**src/sv/firmware_update_receiver_top_macros.svh**
```systemverilog
// Assertion macros for the firmware update receiver.
`ifndef FIRMWARE_UPDATE_RECEIVER_TOP_MACROS_SVH
`define FIRMWARE_UPDATE_RECEIVER_TOP_MACROS_SVH
`define FUR_ASSERT_IMPL(label, clk, rst_n, ante, cons, msg) \
    label: assert property (@(posedge clk) disable iff (!rst_n) (ante) |-> (cons)) \
        else $error(msg);
`define FUR_ASSERT_NEXT(label, clk, rst_n, ante, cons, msg) \
    label: assert property (@(posedge clk) disable iff (!rst_n) (ante) |=> (cons)) \
        else $error(msg);
`endif

```
**src/sv/fur_pkg.sv**
```systemverilog
// Types and constants for the firmware update receiver.
package fur_pkg;
    typedef struct packed {
        logic [1:0]  operation;
        logic [31:0] header_magic;
        logic [31:0] image_length;
        logic [31:0] image_checksum;
        logic [7:0]  payload_byte;
        logic [15:0] packet_length;
    } t_in_item;

    typedef struct packed {
        logic [2:0]  kind;
        logic [31:0] flash_address;
        logic [31:0] write_value;
        logic        accepted;
        logic [6:0]  percent_done;
        logic [2:0]  phase_now;
        logic        final_result;
    } t_out_item;

    localparam logic [1:0] OP_BEGIN  = 2'd0;
    localparam logic [1:0] OP_DATA   = 2'd1;
    localparam logic [1:0] OP_END    = 2'd2;
    localparam logic [1:0] OP_CANCEL = 2'd3;

    localparam logic [2:0] K_ACK   = 3'd0;
    localparam logic [2:0] K_ERASE = 3'd1;
    localparam logic [2:0] K_WRITE = 3'd2;
    localparam logic [2:0] K_PROG  = 3'd3;
    localparam logic [2:0] K_BOOT  = 3'd4;
    localparam logic [2:0] K_RESET = 3'd5;

    localparam logic [2:0] PH_IDLE    = 3'd0;
    localparam logic [2:0] PH_RECV    = 3'd1;
    localparam logic [2:0] PH_INSTALL = 3'd3;
    localparam logic [2:0] PH_DONE    = 3'd4;
    localparam logic [2:0] PH_ERR     = 3'd5;

    localparam logic [2:0] REG_MAGIC = 3'd0;
    localparam logic [2:0] REG_BASE  = 3'd1;
    localparam logic [2:0] REG_PART  = 3'd2;
    localparam logic [2:0] REG_MAXPK = 3'd3;
    localparam logic [2:0] REG_BOOTA = 3'd4;

    localparam logic [31:0] BOOT_FLAG_WORD = 32'hDEADBEEF;
    localparam logic [31:0] CRC_POLY       = 32'hEDB88320;
endpackage

```
**src/sv/firmware_update_receiver_top.sv**
```systemverilog
// Firmware update receiver: command decode, bit-serial CRC-32 and division, result register.
//
// One command is taken at a time. A data byte goes through the accept, the bit-serial CRC
// update, the count update, the packet-end check and the write result. A packet end that
// is not dropped and does not fail the final checksum adds the restoring progress division
// (one quotient bit a cycle) and the progress result. An accepted begin gives one erase
// request per sector and an acknowledge, end gives a boot and a reset result, and cancel
// and ignored commands give none. Each result waits until the output register is empty,
// so a stalled sink holds the sequence. The next command is accepted while the last
// result of the previous one still waits in the output register.
module firmware_update_receiver_top #(
    parameter int MAX_SECTORS  = 32,
    parameter int SECTOR_BYTES = 131072
) (
    input  logic               i_clk,
    input  logic               i_rst_n,
    input  logic               i_valid,
    output logic               o_ready,
    input  fur_pkg::t_in_item  i_data,
    output logic               o_valid,
    input  logic               i_ready,
    output fur_pkg::t_out_item o_data,
    input  logic               i_cfg_valid,
    output logic               o_cfg_ready,
    input  logic [2:0]         i_cfg_index,
    input  logic [31:0]        i_cfg_data
);
    import fur_pkg::*;
    `include "firmware_update_receiver_top_macros.svh"

    localparam int SW = $clog2(MAX_SECTORS + 1);
    localparam int SB = $clog2(SECTOR_BYTES);

    localparam logic [3:0] S_IDLE  = 4'd0;
    localparam logic [3:0] S_ERASE = 4'd1;
    localparam logic [3:0] S_ACK   = 4'd2;
    localparam logic [3:0] S_CRC   = 4'd3;
    localparam logic [3:0] S_WR    = 4'd4;
    localparam logic [3:0] S_PEND  = 4'd5;
    localparam logic [3:0] S_DIV   = 4'd6;
    localparam logic [3:0] S_PROG  = 4'd7;
    localparam logic [3:0] S_BOOT  = 4'd8;
    localparam logic [3:0] S_RST   = 4'd9;
    localparam logic [3:0] S_OUT   = 4'd10;
    localparam logic [3:0] S_NACK  = 4'd11;

    logic [31:0] r_magic, r_base, r_boota;
    logic [22:0] r_part;
    logic [12:0] r_maxpk;
    logic [2:0]  r_phase;
    logic [22:0] r_rcv;
    logic [31:0] r_total, r_crc, r_tcrc;
    logic [15:0] r_ppos;
    logic        r_drop;

    logic [3:0]  r_st;
    logic [3:0]  r_ret;
    t_in_item    r_in;
    logic [SW-1:0] r_sec, r_nsec;
    logic [31:0] r_eaddr;
    logic [31:0] r_c;
    logic [2:0]  r_bit;
    logic [5:0]  r_dstep;
    logic [38:0] r_num;
    logic [32:0] r_rem;
    logic        r_wr_pending;
    logic [22:0] r_wr_cnt;
    t_out_item   r_out;
    logic        r_ov;

    logic        w_take;
    logic [SW-1:0] w_nsec;
    logic        w_last;
    logic [31:0] w_cb;
    logic [32:0] w_sh;
    logic [38:0] w_prod;

    assign o_ready     = (r_st == S_IDLE);
    assign o_cfg_ready = 1'b1;
    assign o_valid     = r_ov;
    assign o_data      = r_out;
    assign w_take      = i_valid && o_ready;

    always_comb begin
        logic [22:0] q;
        q = r_part >> SB;
        if ((r_part & 23'((SECTOR_BYTES - 1))) != 23'd0) q = q + 23'd1;
        if (q > 23'(MAX_SECTORS)) q = 23'(MAX_SECTORS);
        w_nsec = SW'(q);
    end

    assign w_last = !(({16'd0, r_ppos} + 32'd1) < {16'd0, r_in.packet_length});
    assign w_cb   = r_c[0] ? ((r_c >> 1) ^ CRC_POLY) : (r_c >> 1);
    assign w_sh   = {r_rem[31:0], r_num[38]};
    assign w_prod = 39'({r_rcv, 6'd0}) + 39'({r_rcv, 5'd0}) + 39'({r_rcv, 2'd0});

    always_ff @(posedge i_clk) begin
        if (!i_rst_n) begin
            r_magic <= '0; r_base <= '0; r_boota <= 32'd512;
            r_part <= 23'd1048576; r_maxpk <= 13'd256;
            r_phase <= PH_IDLE; r_rcv <= '0; r_total <= '0;
            r_crc <= '0; r_tcrc <= '0; r_ppos <= '0; r_drop <= 1'b0;
            r_st <= S_IDLE; r_ov <= 1'b0; r_wr_pending <= 1'b0;
        end else begin
            if (r_ov && i_ready) r_ov <= 1'b0;
            if (i_cfg_valid) begin
                unique case (i_cfg_index)
                    REG_MAGIC: r_magic <= i_cfg_data;
                    REG_BASE:  r_base  <= i_cfg_data;
                    REG_PART:  r_part  <= i_cfg_data[22:0];
                    REG_MAXPK: r_maxpk <= i_cfg_data[12:0];
                    REG_BOOTA: r_boota <= i_cfg_data;
                    default: ;
                endcase
            end
            unique case (r_st)
                S_IDLE: if (w_take) begin
                    r_in <= i_data;
                    unique case (i_data.operation)
                        OP_BEGIN: begin
                            if (i_data.header_magic != r_magic
                                || i_data.image_length > {9'd0, r_part}) begin
                                r_st <= S_NACK;
                            end else begin
                                r_nsec <= w_nsec; r_sec <= '0; r_eaddr <= r_base;
                                r_st <= (w_nsec == '0) ? S_ACK : S_ERASE;
                            end
                        end
                        OP_DATA: begin
                            if (r_phase == PH_RECV) begin
                                if (r_ppos == '0 && i_data.packet_length != '0
                                    && i_data.packet_length <= 16'(r_maxpk)
                                    && ({8'd0, r_rcv} + {15'd0, i_data.packet_length}
                                        > {8'd0, r_part})) begin
                                    r_phase <= PH_ERR;
                                end else begin
                                    if (r_ppos == '0 && i_data.packet_length != '0
                                        && i_data.packet_length > 16'(r_maxpk))
                                        r_drop <= 1'b1;
                                    r_st <= S_CRC;
                                    r_c <= ~r_crc ^ {24'd0, i_data.payload_byte};
                                    r_bit <= '0;
                                end
                            end
                        end
                        OP_END: if (r_phase == PH_DONE) begin
                            r_phase <= PH_INSTALL; r_st <= S_BOOT;
                        end
                        default: begin
                            r_phase <= PH_IDLE; r_rcv <= '0; r_total <= '0;
                            r_ppos <= '0; r_drop <= 1'b0;
                        end
                    endcase
                end
                S_NACK: if (!r_ov) begin
                    r_out <= '{K_ACK, 32'd0, 32'd0, 1'b0, 7'd0, r_phase, 1'b1};
                    r_ov <= 1'b1; r_st <= S_IDLE;
                end
                S_ERASE: if (!r_ov) begin
                    r_out <= '{K_ERASE, r_eaddr, 32'd0, 1'b0, 7'd0, PH_RECV, 1'b0};
                    r_ov <= 1'b1;
                    r_eaddr <= r_eaddr + 32'(SECTOR_BYTES);
                    r_sec <= r_sec + SW'(1);
                    if (r_sec + SW'(1) == r_nsec) r_st <= S_ACK;
                end
                S_ACK: if (!r_ov) begin
                    r_out <= '{K_ACK, 32'd0, 32'd0, 1'b1, 7'd0, PH_RECV, 1'b1};
                    r_ov <= 1'b1; r_st <= S_IDLE;
                    r_rcv <= '0; r_total <= r_in.image_length; r_crc <= '0;
                    r_tcrc <= r_in.image_checksum; r_ppos <= '0; r_drop <= 1'b0;
                    r_phase <= PH_RECV;
                end
                S_CRC: begin
                    r_bit <= r_bit + 3'd1;
                    if (r_bit == 3'd7) r_st <= S_WR;
                    if (r_in.packet_length != '0 && !r_drop) r_c <= w_cb;
                end
                S_WR: begin
                    r_wr_pending <= (r_in.packet_length != '0) && !r_drop;
                    if (r_in.packet_length != '0 && !r_drop) begin
                        r_crc <= ~r_c;
                        r_wr_cnt <= r_rcv;
                        r_rcv <= r_rcv + 23'd1;
                    end
                    r_st <= S_PEND;
                end
                S_PEND: begin
                    if (r_in.packet_length != '0 && !w_last) begin
                        r_ppos <= r_ppos + 16'd1;
                        r_ret <= S_IDLE;
                    end else begin
                        r_ppos <= '0;
                        if (r_drop) begin
                            r_drop <= 1'b0; r_ret <= S_IDLE;
                        end else if ({9'd0, r_rcv} >= r_total) begin
                            if (r_crc != r_tcrc) begin
                                r_phase <= PH_ERR; r_ret <= S_IDLE;
                            end else begin
                                r_phase <= PH_DONE; r_ret <= S_DIV;
                            end
                        end else begin
                            r_ret <= S_DIV;
                        end
                    end
                    r_num <= w_prod; r_rem <= '0; r_dstep <= '0;
                    r_st <= S_OUT;
                end
                S_OUT: if (!r_ov) begin
                    if (r_wr_pending) begin
                        r_out <= '{K_WRITE, r_base + {9'd0, r_wr_cnt},
                                   {24'd0, r_in.payload_byte}, 1'b0, 7'd0,
                                   r_phase, (r_ret == S_IDLE)};
                        r_ov <= 1'b1; r_wr_pending <= 1'b0;
                    end
                    r_st <= r_ret;
                end
                S_DIV: begin
                    if (r_total == '0) begin
                        r_num <= '0; r_st <= S_PROG;
                    end else begin
                        if (w_sh >= {1'b0, r_total}) begin
                            r_rem <= w_sh - {1'b0, r_total};
                            r_num <= {r_num[37:0], 1'b1};
                        end else begin
                            r_rem <= w_sh;
                            r_num <= {r_num[37:0], 1'b0};
                        end
                        r_dstep <= r_dstep + 6'd1;
                        if (r_dstep == 6'd38) r_st <= S_PROG;
                    end
                end
                S_PROG: if (!r_ov) begin
                    r_out <= '{K_PROG, 32'd0, 32'd0, 1'b0,
                               (r_num > 39'd100) ? 7'd100 : r_num[6:0], r_phase, 1'b1};
                    r_ov <= 1'b1; r_st <= S_IDLE;
                end
                S_BOOT: if (!r_ov) begin
                    r_out <= '{K_BOOT, r_boota, BOOT_FLAG_WORD, 1'b0, 7'd0, PH_INSTALL, 1'b0};
                    r_ov <= 1'b1; r_st <= S_RST;
                end
                S_RST: if (!r_ov) begin
                    r_out <= '{K_RESET, 32'd0, 32'd0, 1'b0, 7'd0, PH_INSTALL, 1'b1};
                    r_ov <= 1'b1; r_st <= S_IDLE;
                end
                default: r_st <= S_IDLE;
            endcase
        end
    end

    `FUR_ASSERT_IMPL(a_busy_no_take, i_clk, i_rst_n, r_st != S_IDLE, !o_ready,
        "input accepted while busy")
    `FUR_ASSERT_NEXT(a_crc_len, i_clk, i_rst_n, r_st == S_CRC && r_bit != 3'd7,
        r_st == S_CRC, "CRC loop left early")
    `FUR_ASSERT_IMPL(a_prog_range, i_clk, i_rst_n, o_valid && o_data.kind == K_PROG,
        o_data.percent_done <= 7'd100, "progress above 100")
endmodule

```
**config.mk**
```make
export PLATFORM = sky130hd
export DESIGN_NAME = firmware_update_receiver_top
export DESIGN_NICKNAME = d
export VERILOG_FILES = /design/src/sv/fur_pkg.sv /design/src/sv/firmware_update_receiver_top.sv
export VERILOG_INCLUDE_DIRS = /design/src /design/src/sv
export SDC_FILE = /design/constraint.sdc
export NUM_CORES = 1
export LEC_CHECK = 0
export CAP_MARGIN = 15
export CORE_ASPECT_RATIO = 1.4
export CORE_MARGIN = 2
export CORE_UTILIZATION = 24
export CTS_CLUSTER_SIZE = 28
export DETAILED_ROUTE_END_ITERATION = 8
export DONT_BUFFER_PORTS = 1
export GPL_ROUTABILITY_DRIVEN = 1
export GPL_TIMING_DRIVEN = 1
export RECOVER_POWER = 50
export SYNTH_ARGS = -nofsm -noshare
export SYNTH_HDL_FRONTEND = slang
export SYNTH_SLANG_ARGS = --single-unit
```
**constraint.sdc**
```tcl
create_clock -name i_clk -period 14.7 [get_ports i_clk]
set_input_delay 2.94 -clock i_clk [delete_from_list [all_inputs] [get_ports i_clk]]
set_output_delay 2.94 -clock i_clk [all_outputs]
set_load 0.05 [all_outputs]
```
==> metrics list, run 1 <==
- After the first detailed-routing iteration, the DRC count stood at 1,975.
- In the synthesized netlist the async set-or-reset flop fraction comes to 0%.
- Remaining design rule violation count: 0
- IR analysis of the VDD net gives a maximum drop of 141.8 µV.
* Iteration count of the initial detailed-routing pass: 6
* Cell at the root of the clock tree: sky130_fd_sc_hd__clkbuf_16
- Switching part of the total power: 34.09%
- After layout, the worst path uses 67.80% of the clock period.
* Final hold vios: 0
* Number of buffers inserted by hold repair at cts: 0
* Sequential area share after synthesis: 46.77%
* DR vias/cell: 4.846
- Number of synthesized flops with an enable pin: 324
- Mean post-synth cell area: 9.513 µm²
* Clk slew on worst S/H paths: 0.06 ns
- Launching element of the worst setup path: i_rst_n
- Buf/Inv on CP: 3
* Cts bufs inserted: 71
* Status: complete, but fails checks
- The slowest stage of the critical path is the sky130_fd_sc_hd__clkinvlp_2 cell.
- The tool flagged a number of max-cap violations equal to 14.
* Final Critical Period: 9.967 ns
* Synth-to-layout area growth: 13.45%
* Placed insts: 5,097
- In this run the count of I/O pins placed on the die edge is 244.
- Most used flip-flop cell after synthesis: sky130_fd_sc_hd__edfxtp_1
- The largest single stage delay on the critical path is 2.84 ns.
- Global-route wire length before repair: 156.5 mm
- At the worst endpoint, the required time is 14.97 ns.
* Number of standard-cell rows in the floorplan: 160
- Starting density of the core: 24.10%
* Relative contribution of the clock network to total power: 36.9%
- Number of sinks driven by the clock tree: 601
- Total leakage power: 13.58 nW
* Maximum clock frequency: 100.3 MHz
- The worst setup path is launched from an input port.
* Number of library cell types mapped by synthesis: 89
- Across all layers, the routed design uses 25,370 vias.
- Number of antenna violations at the first check in global routing: 10
- The number of global-route vias before repair is 24,300.
- At the worst endpoint, the arrival time is 10.23 ns.
* Last weighted congestion value of the routability-driven placer: 0.8931
- In this design, the largest share of critical-path delay is due to buffers and inverters.
* Pwr/cell area: 138.2 nW/µm²
- The total count of max-transition violations in the final report came to 725.
- Of the cells placed in the final design, the portion with a size suffix greater than 1 is 5.628%.
- Synthesis handed over a netlist of 3,433 instances.
- Registers are responsible for 43.8% of the overall power.
- Routed len/inst: 20.42 µm
- Setup tns final: 0 ns
- All-Layer GR Usage: 14.98%
* Worst slack after detailed placement: 6.313 ns
- In this run the worst path has a maximum fanout of 96.
- The finished layout holds 5,234 standard cells, fillers aside.
- The critical path is of the in -> reg type.
- Entering global routing, the biggest net connects 97 pins.
- The worst register-to-register path begins at r_rcv[0].
- For this run, the number of Yosys warnings is 0.
- Tot Pwr: 5.122 mW
* Total Nets Final: 3,802
* Worst slew slack as a fraction of its limit: -180.1%
- P_int: 3.376 mW
- STA classifies the critical path endpoint as a flop.
- Post-CTS timing repair inserted 0 buffers for setup.
- The die covers 139,100 µm².
- Transition time of the tightest slew-check pin: 4.201 ns
* List of cells traversed by the critical path: clkinvlp_2 -> nor2_1 -> clkbuf_1 -> buf_4
- Area of the core region: 135,500 µm²
- Clock skew: 0.04811 ns
- CTS tree: built
- Power share of the combinational group: 19.3%
* Wirelength, routed: 106.9 mm
- The detail route stage leaves a number of antenna-violating nets equal to 0.
- Summed over all layers, the global routing overflow is 0.
- The checks that failed: capacitance limit, slew limit.
- Hpwl dp: 79.70 mm
- Number of setup violations in the final report: 0
* Unrepaired setup endpoints after global routing: no
* Buffers on Ports: 0
- Clock latency of the later-clocked register in the worst-skew pair: 0.67 ns
* Clock Tree Buf Depth: 3
* Final Worst Setup Slack: 4.733 ns
* Startpoint of the tightest hold check path: r_boota[30]
- The floorplan step set the die height to 440.5 µm.
- Worst min path class: reg -> reg
* PostCTS Resize Cnt: 0
- Yosys reg bits: 601
- # H-tree levels: 3
* Switch Pwr: 1.746 mW
- Width of the chip: 315.8 µm
* Cell Area, Synth: 32,660 µm²
layer usage:
layer  vias up  share of wire (%)  track usage, %
li1      12140                  -               -
met1     12260                 42           19.18
met2       818                 48           25.18
met3       142                6.7           2.644
met4         0                2.8           5.320
met5         -                  0               0
cell usage in the layout (no fill, tap or decap), drive strengths merged, types with 14 or more instances in the layout:
cell type	synthesis	routed
nand2b	31	31
ha	229	229
clkbuf	128	116
o211ai	14	14
and3	35	35
buf	42	20
clkinv	0	29
fa	23	23
o21a	16	16
nor2b	42	42
a211oi	29	29
a22oi	62	62
edfxtp	324	324
nor4	47	47
mux2i	24	24
and2	27	27
xor2	109	109
dfxtp	277	277
nand2	512	512
xnor2	116	116
inv	148	150
a21o	65	65
nor2	263	263
nand4	51	51
nor3	80	80
or2	15	15
o21ai	133	133
nand3	76	76
a21oi	346	346
power by group through the flow:
stage	clock network (mW)	logic, mW	registers [mW]
final	1.89	0.990	2.24
after global routing	2.00	1.09	2.26
after CTS	1.94	1.00	2.24
after detailed placement	0	0.997	2.28
after global placement	0	0.986	2.28
after floorplan	0	0.720	2.22
path summary, 6_finish.rpt:
path                 endpoint  slack (ns)  depth (start not counted)
hold / removal    r_boota[30]        0.45                          2
setup / recovery      r_in[6]        4.73                          4
hold reg to reg   r_boota[30]        0.45                          2
setup reg to reg      r_c[13]        8.19                         23
registers in the layout, indices dropped and copies added (netlist names), 3 cells and up:
| name | cells |
|---|---|
| r_phase | 3 |
| r_total | 32 |
| r_bit | 3 |
| r_in | 88 |
| r_boota | 32 |
| r_rem | 32 |
| r_part | 23 |
| r_dstep | 6 |
| r_sec | 6 |
| r_base | 32 |
| r_maxpk | 13 |
| r_nsec | 6 |
| r_num | 39 |
| r_magic | 32 |
| r_tcrc | 32 |
| r_crc | 32 |
| r_ppos | 16 |
| r_c | 32 |
| r_rcv | 23 |
| r_wr_cnt | 23 |
| r_st | 4 |
| r_eaddr | 32 |
| o_data | 56 |
cells in the mapped netlist, types with 44 or more instances:
master                     number  area, µm²
sky130_fd_sc_hd__nor3_1        79      395.4
sky130_fd_sc_hd__nor4_1        44      275.3
sky130_fd_sc_hd__edfxtp_1     324       9729
sky130_fd_sc_hd__ha_1         229       2865
sky130_fd_sc_hd__nand3_1       75      375.4
sky130_fd_sc_hd__inv_1        147      551.8
sky130_fd_sc_hd__a22oi_1       62      465.5
sky130_fd_sc_hd__xor2_1       109      954.7
sky130_fd_sc_hd__a21o_1        65      488.0
sky130_fd_sc_hd__a21oi_1      344       1722
sky130_fd_sc_hd__nand4_1       51      319.1
sky130_fd_sc_hd__dfxtp_1      277       5545
sky130_fd_sc_hd__xnor2_1      116       1016
sky130_fd_sc_hd__nor2_1       262      983.4
sky130_fd_sc_hd__o21ai_0      121      605.6
sky130_fd_sc_hd__nand2_1      512       1922
sky130_fd_sc_hd__clkbuf_1     128      480.5
logic make-up (layout without fill, tap and decap cells):
logic type | Yosys count | after routing | synth area share (%)
adder cells (fa/ha/maj) | 252 | 252 | 10.18
flip-flops | 601 | 601 | 46.77
other | 2 | 13 | 0.02300
AND/OR/NAND/NOR | 1217 | 1217 | 17.08
buffers and inverters | 318 | 326 | 3.988
AO/OA/AOI/OAI | 793 | 793 | 15.15
multiplexers | 25 | 25 | 0.7701
XOR/XNOR | 225 | 225 | 6.034
stage by stage:
step | instance area (µm²) | hold slack (ns) | utilization (%)
after floorplan | 32680 | 0.4357 | -
after global placement | 34660 | 0.4412 | 25.57
after detailed placement | 34660 | 0.4482 | 25.57
after CTS | 37200 | 0.4562 | 27.45
after global routing | 37050 | 0.4769 | 27.34
final | 37050 | 0.4543 | 27.34
worst min-delay path: stages, from the launching register on:
cell                      delay, ns
sky130_fd_sc_hd__dfxtp_1       0.31
sky130_fd_sc_hd__nand2_1       0.05
sky130_fd_sc_hd__a21oi_1       0.05
area by class of cell:
type / count / area, µm²
Clock buffer: 90 / 2023
Clock inverter: 42 / 514.2
Fill cell: 14250 / 98480
Inverter: 148 / 556.8
Multi-Input combinational cell: 2520 / 16170
Tap cell: 1782 / 2230
Timing Repair Buffer: 46 / 272.8
Antenna cell: 5 / 12.51
Sequential cell: 601 / 15270
Power figures use the tool's default switching activity.
==> run 2: changes to the inputs <==
Clock period 14.7 ns to 8 ns, I/O delays scaled along.
==> run 2 against run 1 <==
The flow still finishes with violations (capacitance limit, slew limit). Non-clock buffer count down 9. Clock power up 85%. Via count up 0.63%. Die area unchanged. Sequential power up 84%. Sequential share of layout area about the same. Critical path type unchanged.
==> metrics list, run 2 (synthesized netlist as in run 1, its figures left out) <==
- The worst setup path is launched from an input port.
* Transition time of the tightest slew-check pin: 3.497 ns (-0.7040 ns)
- The violation count after the first detailed-route iteration was 1,923 (-2.6%).
* Cts bufs inserted: 71 (unchanged)
- The height of the die came to 440.5 µm (unchanged).
- The number of hold buffers added after CTS is 0 (unchanged).
- The sum of routed wire segments on met1 is 46.20 mm (+1.9%).
- Most common cell after layout, fill and taps aside: sky130_fd_sc_hd__nand2_1
- Setup tns final: 0 ns (unchanged)
- The max-cap violation count is 14 (unchanged).
- In this run the critical register-to-register path is captured at r_c[14].
- The met3 wire length came to 6.477 mm (-9.5%).
- Slowest Stage Delay on Critical Path: 2.28 ns (-0.56 ns)
- Worst-case hold path end point: r_boota[20]
* Worst min path class: reg -> reg
- After detailed routing, no signal wire sits above met5.
- The final hold violation count is 0 (unchanged).
- The via density per instance was 4.889 (+0.88%).
* P_int: 6.279 mW (+86%)
- The total global-route track usage is 15.15% (+0.17 points).
* Power share of the sequential group: 43.5% (-0.3 points)
* Remaining design rule violation count: 0 (unchanged)
* CP arrival: 7.31 ns (-2.92 ns)
* Relative contribution of the clock network to total power: 36.9% (about the same)
* Final Critical Period: 6.890 ns
- Starting density of the core: 24.10% (unchanged)
- CTS tree: built
- The final routed wirelength across all metal layers is 109.0 mm (+1.9%).
- The full die area came to 139,100 µm² (unchanged).
* Cell at the root of the clock tree: sky130_fd_sc_hd__clkbuf_16
- The required time reported for the critical path endpoint came to 8.42 ns (-6.55 ns).
- The number of cells on the worst hold path was 2 (unchanged).
- Leaving out fill and tap cells, the most frequent cells in the layout are sky130_fd_sc_hd__nand2_1 (512), sky130_fd_sc_hd__a21oi_1 (342), sky130_fd_sc_hd__edfxtp_1 (324).
- The final reports fail on capacitance limit, slew limit.
* Number of standard-cell rows in the floorplan: 160 (unchanged)
* Clock Tree Buf Depth: 3 (unchanged)
- STA classifies the critical path endpoint as a flop.
- Classification of the worst setup path: in -> reg
- The register clock-pin slew on the reported worst setup and hold paths is 0.06 ns (about the same).
- Setup repair after global routing left no endpoint under its margin.
- Clock latency of the later-clocked register in the worst-skew pair: 0.65 ns (-0.02 ns)
- The count of buffers inserted at the top-level ports came to 0 (unchanged).
- List of cells traversed by the critical path: clkinvlp_2 -> clkbuf_1 -> clkbuf_2 -> a21oi_1
- Total Nets Final: 3,793 (-0.24%)
- Switching part of the total power: 33.66% (-0.43 points)
* Largest delay share family, worst path: buffers and inverters
* Registers with the most flip-flops: r_in x88, o_data x56, r_num x39
* Period Utilization, post-route: 86.13%
- The final weighted congestion of routability-driven global placement is 0.9095 (+1.8%).
* GRT overflow: 0 (unchanged)
* Reg-to-reg setup timing slack: 1.75 ns (-6.44 ns)
- Total leakage power: 13.59 nW (about the same)
- Reg-to-reg critical path startpoint: r_rcv[0]
* Global-route wire length before repair: 158.0 mm (+0.95%)
* Largest fanout of any net on the critical path: 88 (-8.3%)
- The wire length on met2 is 52.42 mm (+1.9%).
- Switch Pwr: 3.185 mW (+82%)
* Startpoint of the tightest hold check path: r_boota[20]
* Share of post-route cells with drive strength above 1: 5.615% (-0.013 points)
- The die width came to 315.8 µm (unchanged).
- The number of search-and-repair iterations in the first detailed-routing pass was 5 (-1).
* Maximum clock frequency: 145.1 MHz
- The number of antenna violations at the first check in global routing is 13 (+3).
- Depth of the most critical reg-to-reg path: 23 (unchanged)
- The maximum number of pins on one net before global-route repair was 89 (-8.2%).
- The final setup violation count came to 0 (unchanged).
- The buffer count from post-CTS setup fixing was 0 (unchanged).
- Vias: 25,530 (+0.63%)
- The highest ir drop seen on vdd is 232.0 µV (+64%).
- The core outline area was 135,500 µm² (unchanged).
- Number of sinks driven by the clock tree: 601 (unchanged)
- PostCTS Resize Cnt: 0 (unchanged)
- Synth-to-layout area growth: 13.44% (about the same)
- The total buffers and inverters traversed by the critical path was 3 (unchanged).
* Total count of max-transition violations in the final report: 617 (-15%)
- The number of primary I/O pins came to 244 (unchanged).
- Register ranked first by flip-flop count: r_in
- The combinational group share of total power was 19.5% (+0.2 points).
- The power consumption came to 9.464 mW (+85%).
* Status: complete, but fails checks
* Routed len/inst: 20.87 µm (+2.2%)
* Hpwl dp: 81.98 mm (+2.9%)
- The flip-flop count of the largest register after layout was 88 (unchanged).
- The slowest stage of the critical path is the sky130_fd_sc_hd__clkbuf_1 cell.
* # H-tree levels: 3 (unchanged)
- Clock skew: 0.03583 ns (-0.01229 ns)
- The relative max-transition margin is -133.1% (+47 points).
- The number of routed nets with antenna violations came to 0 (unchanged).
- The power per cell area is 255.5 nW/µm² (+85%).
- Via count of the first global-routing pass: 24,430 (+0.53%)
-- run 2: cell types whose count changed in the layout (fill, tap and decap cells not counted), sizes merged, moves of 2 or more --
cell and delta:
clkinvlp -2, bufinv +3, clkbuf -4, inv +3, diode -3, clkinv -9
-- run 2: layer usage --
layer	up-vias	global-route usage, %
li1	12100	-
met1	12380	19.13
met2	847	25.96
met3	197	2.395
met4	10	5.450
met5	-	0
-- run 2: metrics by stage --
| step | hold slack, ns | area, µm² | util [%] | cells | setup WS (ns) |
|---|---|---|---|---|---|
| floorplan | 0.4357 | 32690 | - | 3439 | 0.09501 |
| global placement | 0.4422 | 34590 | 25.52 | 5087 | 0.9829 |
| detailed placement | 0.4462 | 34590 | 25.52 | 5088 | 0.9555 |
| CTS | 0.4551 | 37130 | 27.40 | 5219 | 1.632 |
| global route | 0.4738 | 37050 | 27.33 | 5221 | 0.7294 |
| finish | 0.4564 | 37050 | 27.33 | 5221 | 1.110 |
-- run 2: worst reg2reg max path: stages (launching register included) --
cell and delay (ns):
sky130_fd_sc_hd__dfxtp_1 0.55, sky130_fd_sc_hd__ha_1 0.24, sky130_fd_sc_hd__inv_1 0.06, sky130_fd_sc_hd__fa_1 0.40, sky130_fd_sc_hd__nor2b_1 0.13, sky130_fd_sc_hd__o21ai_1 0.08
sky130_fd_sc_hd__a21oi_1 0.21, sky130_fd_sc_hd__o21ai_0 0.14, sky130_fd_sc_hd__a21boi_1 0.27, sky130_fd_sc_hd__o21bai_1 0.13, sky130_fd_sc_hd__a21oi_1 0.53, sky130_fd_sc_hd__a31oi_1 0.20
sky130_fd_sc_hd__xnor2_1 0.17, sky130_fd_sc_hd__ha_1 0.30, sky130_fd_sc_hd__nand3_1 0.14, sky130_fd_sc_hd__o22ai_1 0.10, sky130_fd_sc_hd__o21a_1 0.18, sky130_fd_sc_hd__o21a_1 0.16
sky130_fd_sc_hd__a2111oi_0 0.32, sky130_fd_sc_hd__a21oi_1 0.29, sky130_fd_sc_hd__o21ai_0 0.36, sky130_fd_sc_hd__nand3_1 0.18, sky130_fd_sc_hd__a221oi_4 0.26, sky130_fd_sc_hd__buf_4 0.47
-- run 2: cell type report --
type	instances	area, µm²
clock buffers	94	2038
inverters	148	556.8
clock inverters	37	500.5
well taps	1782	2230
flip-flops and latches	601	15270
repair buffers	37	237.7
fillers	14270	98480
multi-input cells	2520	16200
diodes	2	5.005
-- run 2: worst max-delay path by stage --
| stage | startpoint | endpoint | cells after the start |
|---|---|---|---|
| 3_3_place_gp | i_data[0] | r_c[13] | 23 |
| 3_5_place_dp | i_data[0] | r_c[14] | 23 |
| 4_1_cts | i_data[0] | r_c[14] | 23 |
| 6_report | i_rst_n | r_magic[31] | 4 |
| 5_1_grt | i_rst_n | o_data[66] | 4 |
| 2_1_floorplan | i_rst_n | o_data[0] | 3 |
-- run 2: power groups by stage --
stage | clock network [mW] | logic, mW | registers (mW)
final | 3.50 | 1.85 | 4.12
after global routing | 3.68 | 2.03 | 4.15
after CTS | 3.57 | 1.87 | 4.13
after detailed placement | 0 | 1.86 | 4.20
after global placement | 0 | 1.84 | 4.19
after floorplan | 0 | 1.33 | 4.08
